[src/sv/mexp_pkg.sv]
// Package for the modular exponentiation block: widths, word types, register
// indexes and the request/response structs of the bit-serial modular multiplier.
`default_nettype none

package mexp_pkg;

    // Datapath width; operands are cut to this many low bits
    localparam int OPERAND_WIDTH = 32;
    // Bit counter width for one scan over the operand
    localparam int CNT_W = $clog2(OPERAND_WIDTH);

    // Configuration register indexes
    localparam logic CFG_MODULUS  = 1'b0;
    localparam logic CFG_EXPONENT = 1'b1;

    typedef logic [OPERAND_WIDTH-1:0] t_word;
    typedef logic [CNT_W-1:0]         t_cnt;
    // Partial sum before reduction stays below 3n < 2^(W+2)
    typedef logic [OPERAND_WIDTH+1:0] t_ext;

    // Request into a modular multiplier
    typedef struct packed {
        logic  start;
        t_word op_a;
        t_word op_b;
    } t_mm_req;

    // Response from a modular multiplier
    typedef struct packed {
        logic  done;
        t_word prod;
    } t_mm_rsp;

endpackage

`default_nettype wire

[src/sv/modular_exponentiation.sv]
// Top level of the modular exponentiation block: config registers and the
// square-and-multiply sequencer. Depends on mexp_pkg and mexp_mulmod.
//
// Usage:
//   Config: write modulus (index 0) and exponent (index 1) through
//   i_cfg_we / i_cfg_idx / i_cfg_data while the block is idle. Reset sets
//   modulus to 1 and exponent to 0.
//   Request: a base is taken on i_base_value at a clock edge where start
//   is high and busy is low. busy stays high until the result is shown.
//   Result: o_power_result = base^exponent mod modulus, shown for exactly
//   one cycle with o_valid high. The receiver cannot stall; the result
//   must be captured in that cycle. A zero modulus gives 0.
//   Sequence: the base is first reduced on one bit-serial multiplier, then
//   each exponent bit runs one squaring and one multiply in parallel on two
//   bit-serial multipliers. The next request can be taken at the edge that
//   takes the result.
//   One request is in flight at a time. Reset is synchronous, active low,
//   and drops any request in progress.
`default_nettype none

module modular_exponentiation (
    input  wire logic        i_clk,
    input  wire logic        i_rst_n,
    input  wire logic        i_cfg_we,
    input  wire logic        i_cfg_idx,
    input  wire logic [31:0] i_cfg_data,
    input  wire logic        start,
    output logic             busy,
    input  wire logic [31:0] i_base_value,
    output logic             o_valid,
    output logic [31:0]      o_power_result
);

    localparam logic [2:0] ST_IDLE   = 3'd0;
    localparam logic [2:0] ST_REDUCE = 3'd1;
    localparam logic [2:0] ST_BITGO  = 3'd2;
    localparam logic [2:0] ST_BITWT  = 3'd3;
    localparam logic [2:0] ST_FIN    = 3'd4;

    logic [31:0]        r_modulus;
    logic [31:0]        r_exponent;
    logic [2:0]         r_state;
    logic               r_valid;
    logic [31:0]        r_result;
    mexp_pkg::t_cnt     r_bitcnt;
    mexp_pkg::t_word    r_e;
    mexp_pkg::t_word    r_acc;
    mexp_pkg::t_word    r_run;

    mexp_pkg::t_word    w_n;
    mexp_pkg::t_word    w_one;
    mexp_pkg::t_mm_req  w_sq_req;
    mexp_pkg::t_mm_req  w_ml_req;
    mexp_pkg::t_mm_rsp  w_sq_rsp;
    mexp_pkg::t_mm_rsp  w_ml_rsp;
    logic               w_accept;

    assign w_n      = r_modulus[mexp_pkg::OPERAND_WIDTH-1:0];
    assign w_one    = mexp_pkg::OPERAND_WIDTH'(1);
    assign w_accept = start && (r_state == ST_IDLE);

    // Configuration writes
    always_ff @(posedge i_clk) begin
        if (!i_rst_n) begin
            r_modulus  <= 32'd1;
            r_exponent <= 32'd0;
        end else if (i_cfg_we) begin
            unique case (i_cfg_idx)
                mexp_pkg::CFG_MODULUS:  r_modulus  <= i_cfg_data;
                mexp_pkg::CFG_EXPONENT: r_exponent <= i_cfg_data;
                default:                r_modulus  <= r_modulus;
            endcase
        end
    end

    // Multiplier requests: unit 0 reduces the base, then squares the
    // running base; unit 1 multiplies the running base into the result.
    always_comb begin
        w_sq_req.start = 1'b0;
        w_sq_req.op_a  = r_run;
        w_sq_req.op_b  = r_run;
        w_ml_req.start = (r_state == ST_BITGO);
        w_ml_req.op_a  = r_acc;
        w_ml_req.op_b  = r_run;
        if (w_accept && (w_n != '0)) begin
            w_sq_req.start = 1'b1;
            w_sq_req.op_a  = i_base_value[mexp_pkg::OPERAND_WIDTH-1:0];
            w_sq_req.op_b  = w_one;
        end else if (r_state == ST_BITGO) begin
            w_sq_req.start = 1'b1;
        end
    end

    mexp_mulmod u_sq (
        .i_clk     (i_clk),
        .i_rst_n   (i_rst_n),
        .i_modulus (w_n),
        .i_req     (w_sq_req),
        .o_rsp     (w_sq_rsp)
    );

    mexp_mulmod u_ml (
        .i_clk     (i_clk),
        .i_rst_n   (i_rst_n),
        .i_modulus (w_n),
        .i_req     (w_ml_req),
        .o_rsp     (w_ml_rsp)
    );

    // Sequencer control
    always_ff @(posedge i_clk) begin
        if (!i_rst_n) begin
            r_state  <= ST_IDLE;
            r_valid  <= 1'b0;
            r_bitcnt <= '0;
        end else begin
            r_valid <= 1'b0;
            unique case (r_state)
                ST_IDLE: begin
                    if (w_accept) begin
                        r_bitcnt <= mexp_pkg::CNT_W'(mexp_pkg::OPERAND_WIDTH - 1);
                        r_state  <= (w_n == '0) ? ST_FIN : ST_REDUCE;
                    end
                end
                ST_REDUCE: begin
                    if (w_sq_rsp.done) begin
                        r_state <= ST_BITGO;
                    end
                end
                ST_BITGO: begin
                    r_state <= ST_BITWT;
                end
                ST_BITWT: begin
                    if (w_sq_rsp.done && w_ml_rsp.done) begin
                        r_bitcnt <= r_bitcnt - 1'b1;
                        r_state  <= (r_bitcnt == '0) ? ST_FIN : ST_BITGO;
                    end
                end
                ST_FIN: begin
                    r_valid <= 1'b1;
                    r_state <= ST_IDLE;
                end
                default: begin
                    r_state <= ST_IDLE;
                end
            endcase
        end
    end

    // Operand registers
    always_ff @(posedge i_clk) begin
        if (w_accept) begin
            r_e   <= r_exponent[mexp_pkg::OPERAND_WIDTH-1:0];
            // 1 mod n; zero for n of 0 or 1
            r_acc <= (w_n > w_one) ? w_one : '0;
        end
        if ((r_state == ST_REDUCE) && w_sq_rsp.done) begin
            r_run <= w_sq_rsp.prod;
        end
        if ((r_state == ST_BITWT) && w_sq_rsp.done && w_ml_rsp.done) begin
            r_run <= w_sq_rsp.prod;
            r_e   <= r_e >> 1;
            if (r_e[0]) begin
                r_acc <= w_ml_rsp.prod;
            end
        end
        if (r_state == ST_FIN) begin
            r_result <= 32'(r_acc);
        end
    end

    assign busy           = (r_state != ST_IDLE);
    assign o_valid        = r_valid;
    assign o_power_result = r_result;

endmodule

`default_nettype wire

[src/sv/mexp_mulmod.sv]
// Bit-serial interleaved modular multiplier: (a * b) mod n, one bit of a
// per cycle, MSB first. Depends on mexp_pkg.
`default_nettype none

module mexp_mulmod (
    input  wire logic            i_clk,
    input  wire logic            i_rst_n,
    input  wire mexp_pkg::t_word i_modulus,
    input  wire mexp_pkg::t_mm_req i_req,
    output mexp_pkg::t_mm_rsp    o_rsp
);

    logic               r_busy;
    logic               r_done;
    mexp_pkg::t_cnt     r_cnt;
    mexp_pkg::t_word    r_a;
    mexp_pkg::t_word    r_b;
    mexp_pkg::t_word    r_r;

    mexp_pkg::t_ext     w_sum;
    mexp_pkg::t_ext     w_n1;
    mexp_pkg::t_ext     w_n2;
    mexp_pkg::t_ext     w_red;

    // r = 2r + a_i * b, then bring back below n (sum is below 3n)
    always_comb begin
        w_sum = {1'b0, r_r, 1'b0}
              + {2'b00, (r_a[mexp_pkg::OPERAND_WIDTH-1] ? r_b : '0)};
        w_n1  = {2'b00, i_modulus};
        w_n2  = {1'b0, i_modulus, 1'b0};
        if (w_sum >= w_n2) begin
            w_red = w_sum - w_n2;
        end else if (w_sum >= w_n1) begin
            w_red = w_sum - w_n1;
        end else begin
            w_red = w_sum;
        end
    end

    // Control: one bit per cycle, done pulses after the last bit
    always_ff @(posedge i_clk) begin
        if (!i_rst_n) begin
            r_busy <= 1'b0;
            r_done <= 1'b0;
            r_cnt  <= '0;
        end else begin
            r_done <= 1'b0;
            if (i_req.start) begin
                r_busy <= 1'b1;
                r_cnt  <= mexp_pkg::CNT_W'(mexp_pkg::OPERAND_WIDTH - 1);
            end else if (r_busy) begin
                r_cnt <= r_cnt - 1'b1;
                if (r_cnt == '0) begin
                    r_busy <= 1'b0;
                    r_done <= 1'b1;
                end
            end
        end
    end

    // Datapath shift and accumulate
    always_ff @(posedge i_clk) begin
        if (i_req.start) begin
            r_a <= i_req.op_a;
            r_b <= i_req.op_b;
            r_r <= '0;
        end else if (r_busy) begin
            r_a <= {r_a[mexp_pkg::OPERAND_WIDTH-2:0], 1'b0};
            r_r <= w_red[mexp_pkg::OPERAND_WIDTH-1:0];
        end
    end

    assign o_rsp.done = r_done;
    assign o_rsp.prod = r_r;

endmodule

`default_nettype wire

[config.mk]
export PLATFORM = sky130hd
export DESIGN_NAME = modular_exponentiation
export DESIGN_NICKNAME = d
export VERILOG_FILES = /design/src/sv/mexp_pkg.sv /design/src/sv/modular_exponentiation.sv /design/src/sv/mexp_mulmod.sv
export SDC_FILE = /design/constraint.sdc
export NUM_CORES = 1
export LEC_CHECK = 0
export ABC_CLOCK_PERIOD_IN_PS = 5890
export BUFFER_PORTS_ARGS = -buffer_cell sky130_fd_sc_hd__buf_2
export CAP_MARGIN = 20
export CELL_PAD_IN_SITES_DETAIL_PLACEMENT = 1
export CELL_PAD_IN_SITES_GLOBAL_PLACEMENT = 2
export CORE_UTILIZATION = 39
export CTS_CLUSTER_DIAMETER = 60
export DETAILED_ROUTE_END_ITERATION = 8
export PLACE_DENSITY = 0.85
export REMOVE_ABC_BUFFERS = 1
export SLEW_MARGIN = 20
export SYNTH_ARGS = -nofsm -noshare
export SYNTH_HDL_FRONTEND = slang
export SYNTH_SLANG_ARGS = --single-unit
[constraint.sdc]
create_clock -name i_clk -period 5.89 [get_ports i_clk]
set_clock_uncertainty 0.15 [all_clocks]
set_input_delay 0.2945 -clock i_clk [delete_from_list [all_inputs] [get_ports i_clk]]
set_output_delay 0.2945 -clock i_clk [all_outputs]
set_load 0.005 [all_outputs]
==> Flow_metrics.wiki <==
{| class="wikitable"
! Metric !! Value
|-
| Number of sinks on the clock net || 407
|-
| Clock network fraction of total power || 15.3%
|-
| FF+latch count, synth || 407
|-
| Worst slew slack as a fraction of its limit || 36.7%
|-
| Height of the chip || 260 µm
|-
| Cell internal pwr || 11.3 mW
|-
| Routability congestion estimate from global placement || 0.943
|-
| WL/cell || 22.6 µm
|-
| Min Clock Period, post-route || 5.80 ns
|-
| Number of max-cap violations || 0
|-
| Fin Hold WS || 0.0553 ns
|-
| Total instance count after detailed placement || 3977
|-
| Cell count after synthesis || 2989
|-
| Worst ir drop on vdd || 0.307 mV
|-
| Fraction of final layout cells sized beyond drive strength 1 || 15.0%
|-
| Endpoint arrival time on the critical path || 6.12 ns
|-
| Total GRT Usage || 27.1%
|-
| Setup violations, final || 0
|-
| Horizontal die dimension || 260 µm
|-
| Number of antenna violations at the first check in global routing || 5
|-
| Maximum operating frequency || 0.173 GHz
|-
| Pin count of the biggest net entering global routing || 78
|-
| Fraction of power consumed by sequential logic || 17.9%
|-
| Status || completed
|-
| Master of the slowest instance on the critical path || xnor2_1
|-
| Total stage count of the critical path || 25
|-
| Terminus of the critical flop-to-flop path || u_ml.r_r[15]
|-
| Share of the clock period used by the worst path || 98.4%
|-
| Number of ports placed on the die boundary || 103
|-
| Max Transition Viols Final || 0
|-
| Detailed Place HPWL || 71000 µm
|-
| Growth of design area from synthesis to finish || 21.1%
|-
| Most frequent cells in the layout || nand2_1 (580), a21oi_1 (270), edfxtp_1 (223)
|-
| Crit path top cell by count || buf_4
|-
| Count of final hold-check violations || 0
|-
| Max FO, Critical Path || 5
|-
| Logic depth of the worst register-to-register path || 25
|-
| Clock Tree Buf Depth || 3
|-
| WHS Endpoint || u_sq.r_a[31]
|-
| Clock transition at path regs || 0.06 ns
|-
| Final wirelength || 94100 µm
|-
| Class of the worst hold path || in2reg
|-
| Top cell family by delay on the critical path || compound AO/OA/AOI/OAI gates
|-
| Iteration-0 DRC Markers || 1507
|-
| Footprint of the flip-flops and latches || 10400 µm²
|-
| Main synth FF type || edfxtp_1
|-
| Via count of the first global-routing pass || 24300
|-
| Critical Path Max Stage Delay || 0.48 ns
|-
| Wire length of the first global-routing pass || 142000 µm
|-
| Reg-to-Reg Start || u_ml.r_a[31]
|-
| Hold depth || 3
|-
| Summed instance area of the synthesized netlist || 26000 µm²
|-
| Starting density of the core || 39.5%
|-
| Most frequent standard cell in the layout excluding fill and tap cells || nand2_1
|-
| Crit. Startpoint || u_ml.r_a[31]
|-
| Power density relative to cell area || 673 nW/µm²
|-
| Area of the placeable core || 65900 µm²
|-
| Count of buffers from port buffering || 102
|-
| Type of element capturing the critical path || register
|-
| Fraction of synthesis flops using an asynchronous set or reset pin || 0%
|-
| R2r setup slk || 0.09 ns
|-
| CTS tree || built
|-
| Die Area || 67700 µm²
|-
| Static leakage power || 13.1 nW
|-
| Area of the multi-input gates || 15200 µm²
|-
| RSZ-0062 raised after global routing || yes
|-
| Critical Setup Path Class || reg2reg
|-
| Number of buffers added by the clock tree synthesis step || 52
|-
| Number of nets in the layout || 3529
|-
| Row count || 94
|-
| Clock Latency Late Sink || 0.63 ns
|-
| Total congestion overflow || 0
|-
| Source of the worst hold timing path || i_base_value[31]
|-
| Sequential share of the synthesized area || 39.9%
|-
| Number of enable-type register cells in the synthesized netlist || 223
|-
| Pre-Repair DR Iteration Count || 5
|-
| FILL cells || 7650
|-
| Vias after detailed routing || 23700
|-
| Count of different cell masters after synthesis || 85
|-
| Req. time, crit path || 6.22 ns
|-
| Sw frac || 46.9%
|-
| Post-synthesis average cell area || 8.70 µm²
|-
| Number of nets with antenna violations after routing || 0
|-
| Final standard cell count with taps included and fillers excluded || 4168
|-
| Syn. warnings || 0
|-
| Slew @ Worst Pin || 0.946 ns
|-
| Critical path buffers and inverters || 5
|-
| Average via count per standard cell || 5.68
|-
| Kind of launch point of the worst setup path || register
|-
| Deepest level of the CTS H-tree || 2
|-
| Root buffer cell || clkbuf_16
|-
| Remaining design rule violation count || 0
|-
| Switching component of the power || 9.92 mW
|-
| Part of the power in combinational logic || 66.8%
|}
-- registers in the layout (all words and copies together) (netlist names), 3 cells and up --
name            cells
u_sq.r_a           32
u_ml.r_r           32
r_bitcnt            5
r_state             3
u_sq.r_b           32
r_e                32
o_power_result     32
r_exponent         32
u_ml.r_cnt          5
u_ml.r_b           32
r_acc              32
u_ml.r_a           32
r_modulus          32
r_run              32
u_sq.r_r           32
u_sq.r_cnt          5
-- worst register-to-register path: cells and delay by family, from the launching register on --
family                     cells  cell delay (ns)
DFF                            1             0.36
AOI/OAI and AO/OA              9             2.10
and+or+nand+nor                6             0.72
muxes                          1             0.34
buffers and inverters          5             0.61
adders and majority gates      3             0.92
xor gates and xnor gates       1             0.48
-- timing repair --
action	CTS	global route
hold buffers	65	0
gates cloned	0	3
resized for setup	11	111
setup endpoints to repair	58	64
endpoints found under the hold margin	102	0
pin swaps	3	40
buffers inserted	4	20
-- cell usage after synthesis, drive strengths merged, types with 30 or more instances --
cell	instances	area share, %
nand2	582	8.4
a21oi	283	5.5
edfxtp	223	26
ha	195	9.4
dfxtp	184	14
nor2	163	2.4
o21ai	154	3.0
inv	111	1.6
clkbuf	109	1.6
xnor2	107	3.6
and2	102	2.5
a21o	90	2.6
nand3	76	1.5
xor2	66	2.2
a31oi	54	1.3
nor3	40	0.79
a211oi	35	1.0
o21bai	34	0.98
nand2b	30	0.72
-- power groups by stage --
stage	Sequential (mW)	Combinational, mW	Clock (mW)
after floorplan	3.70	8.67	0
after global placement	3.83	12.7	0
after detailed placement	3.84	13.0	0
after CTS	3.78	13.2	3.31
after global routing	3.83	15.2	3.39
final	3.79	14.1	3.24
-- routing by layer --
layer / global-route usage, % / part of all wire, %
met1: 36.4 / 46
met2: 46.5 / 48
met3: 2.42 / 3.4
met4: 7.07 / 2.6
met5: 0 / 0
-- how the worst max path moves through the flow --
stage / to / slack [ns]
floorplan: u_ml.r_r[15] / -0.62
global placement: u_ml.r_r[29] / -0.07
detailed placement: u_sq.r_r[13] / -0.17
CTS: u_ml.r_r[29] / 0.004
global route: u_sq.r_r[13] / -0.12
finish: u_ml.r_r[15] / 0.09
-- kinds of logic (layout without fill, tap and decap cells) --
logic type                 count (synthesis)  in the layout  share of synthesized area [%]
and+or+nand+nor                         1105           1105                           19.1
AOI/OAI and AO/OA                        830            830                           20.3
DFF                                      407            407                           39.9
buffers and inverters                    240            554                           3.67
adders and majority gates                201            201                           9.85
xor gates and xnor gates                 173            173                           5.83
muxes                                     33             33                           1.33
other                                      0              1                              0
-- through the flow --
stage	setup TNS [ns]	worst slack [ns]	power (mW)	area (µm²)	utilization, %
floorplan	-21.36	-0.618	12.4	25500	-
global placement	-0.0941	-0.0666	16.5	28300	42.9
detailed placement	-3.46	-0.171	16.8	28300	42.9
CTS	0	0.00395	20.3	30700	46.7
global route	-1.71	-0.117	22.4	31500	47.8
finish	0	0.0946	21.2	31500	47.8
-- layout make-up --
class	instances	area share [%]
multi-input cells	2342	48.4
flip-flops and latches	407	33.0
repair buffers	345	8.28
clock buffers	68	4.49
well taps	864	3.43
inverters	111	1.33
clock inverters	30	1.05
diodes	1	0.00795
Note: power is estimated with default switching activity, not from simulation.
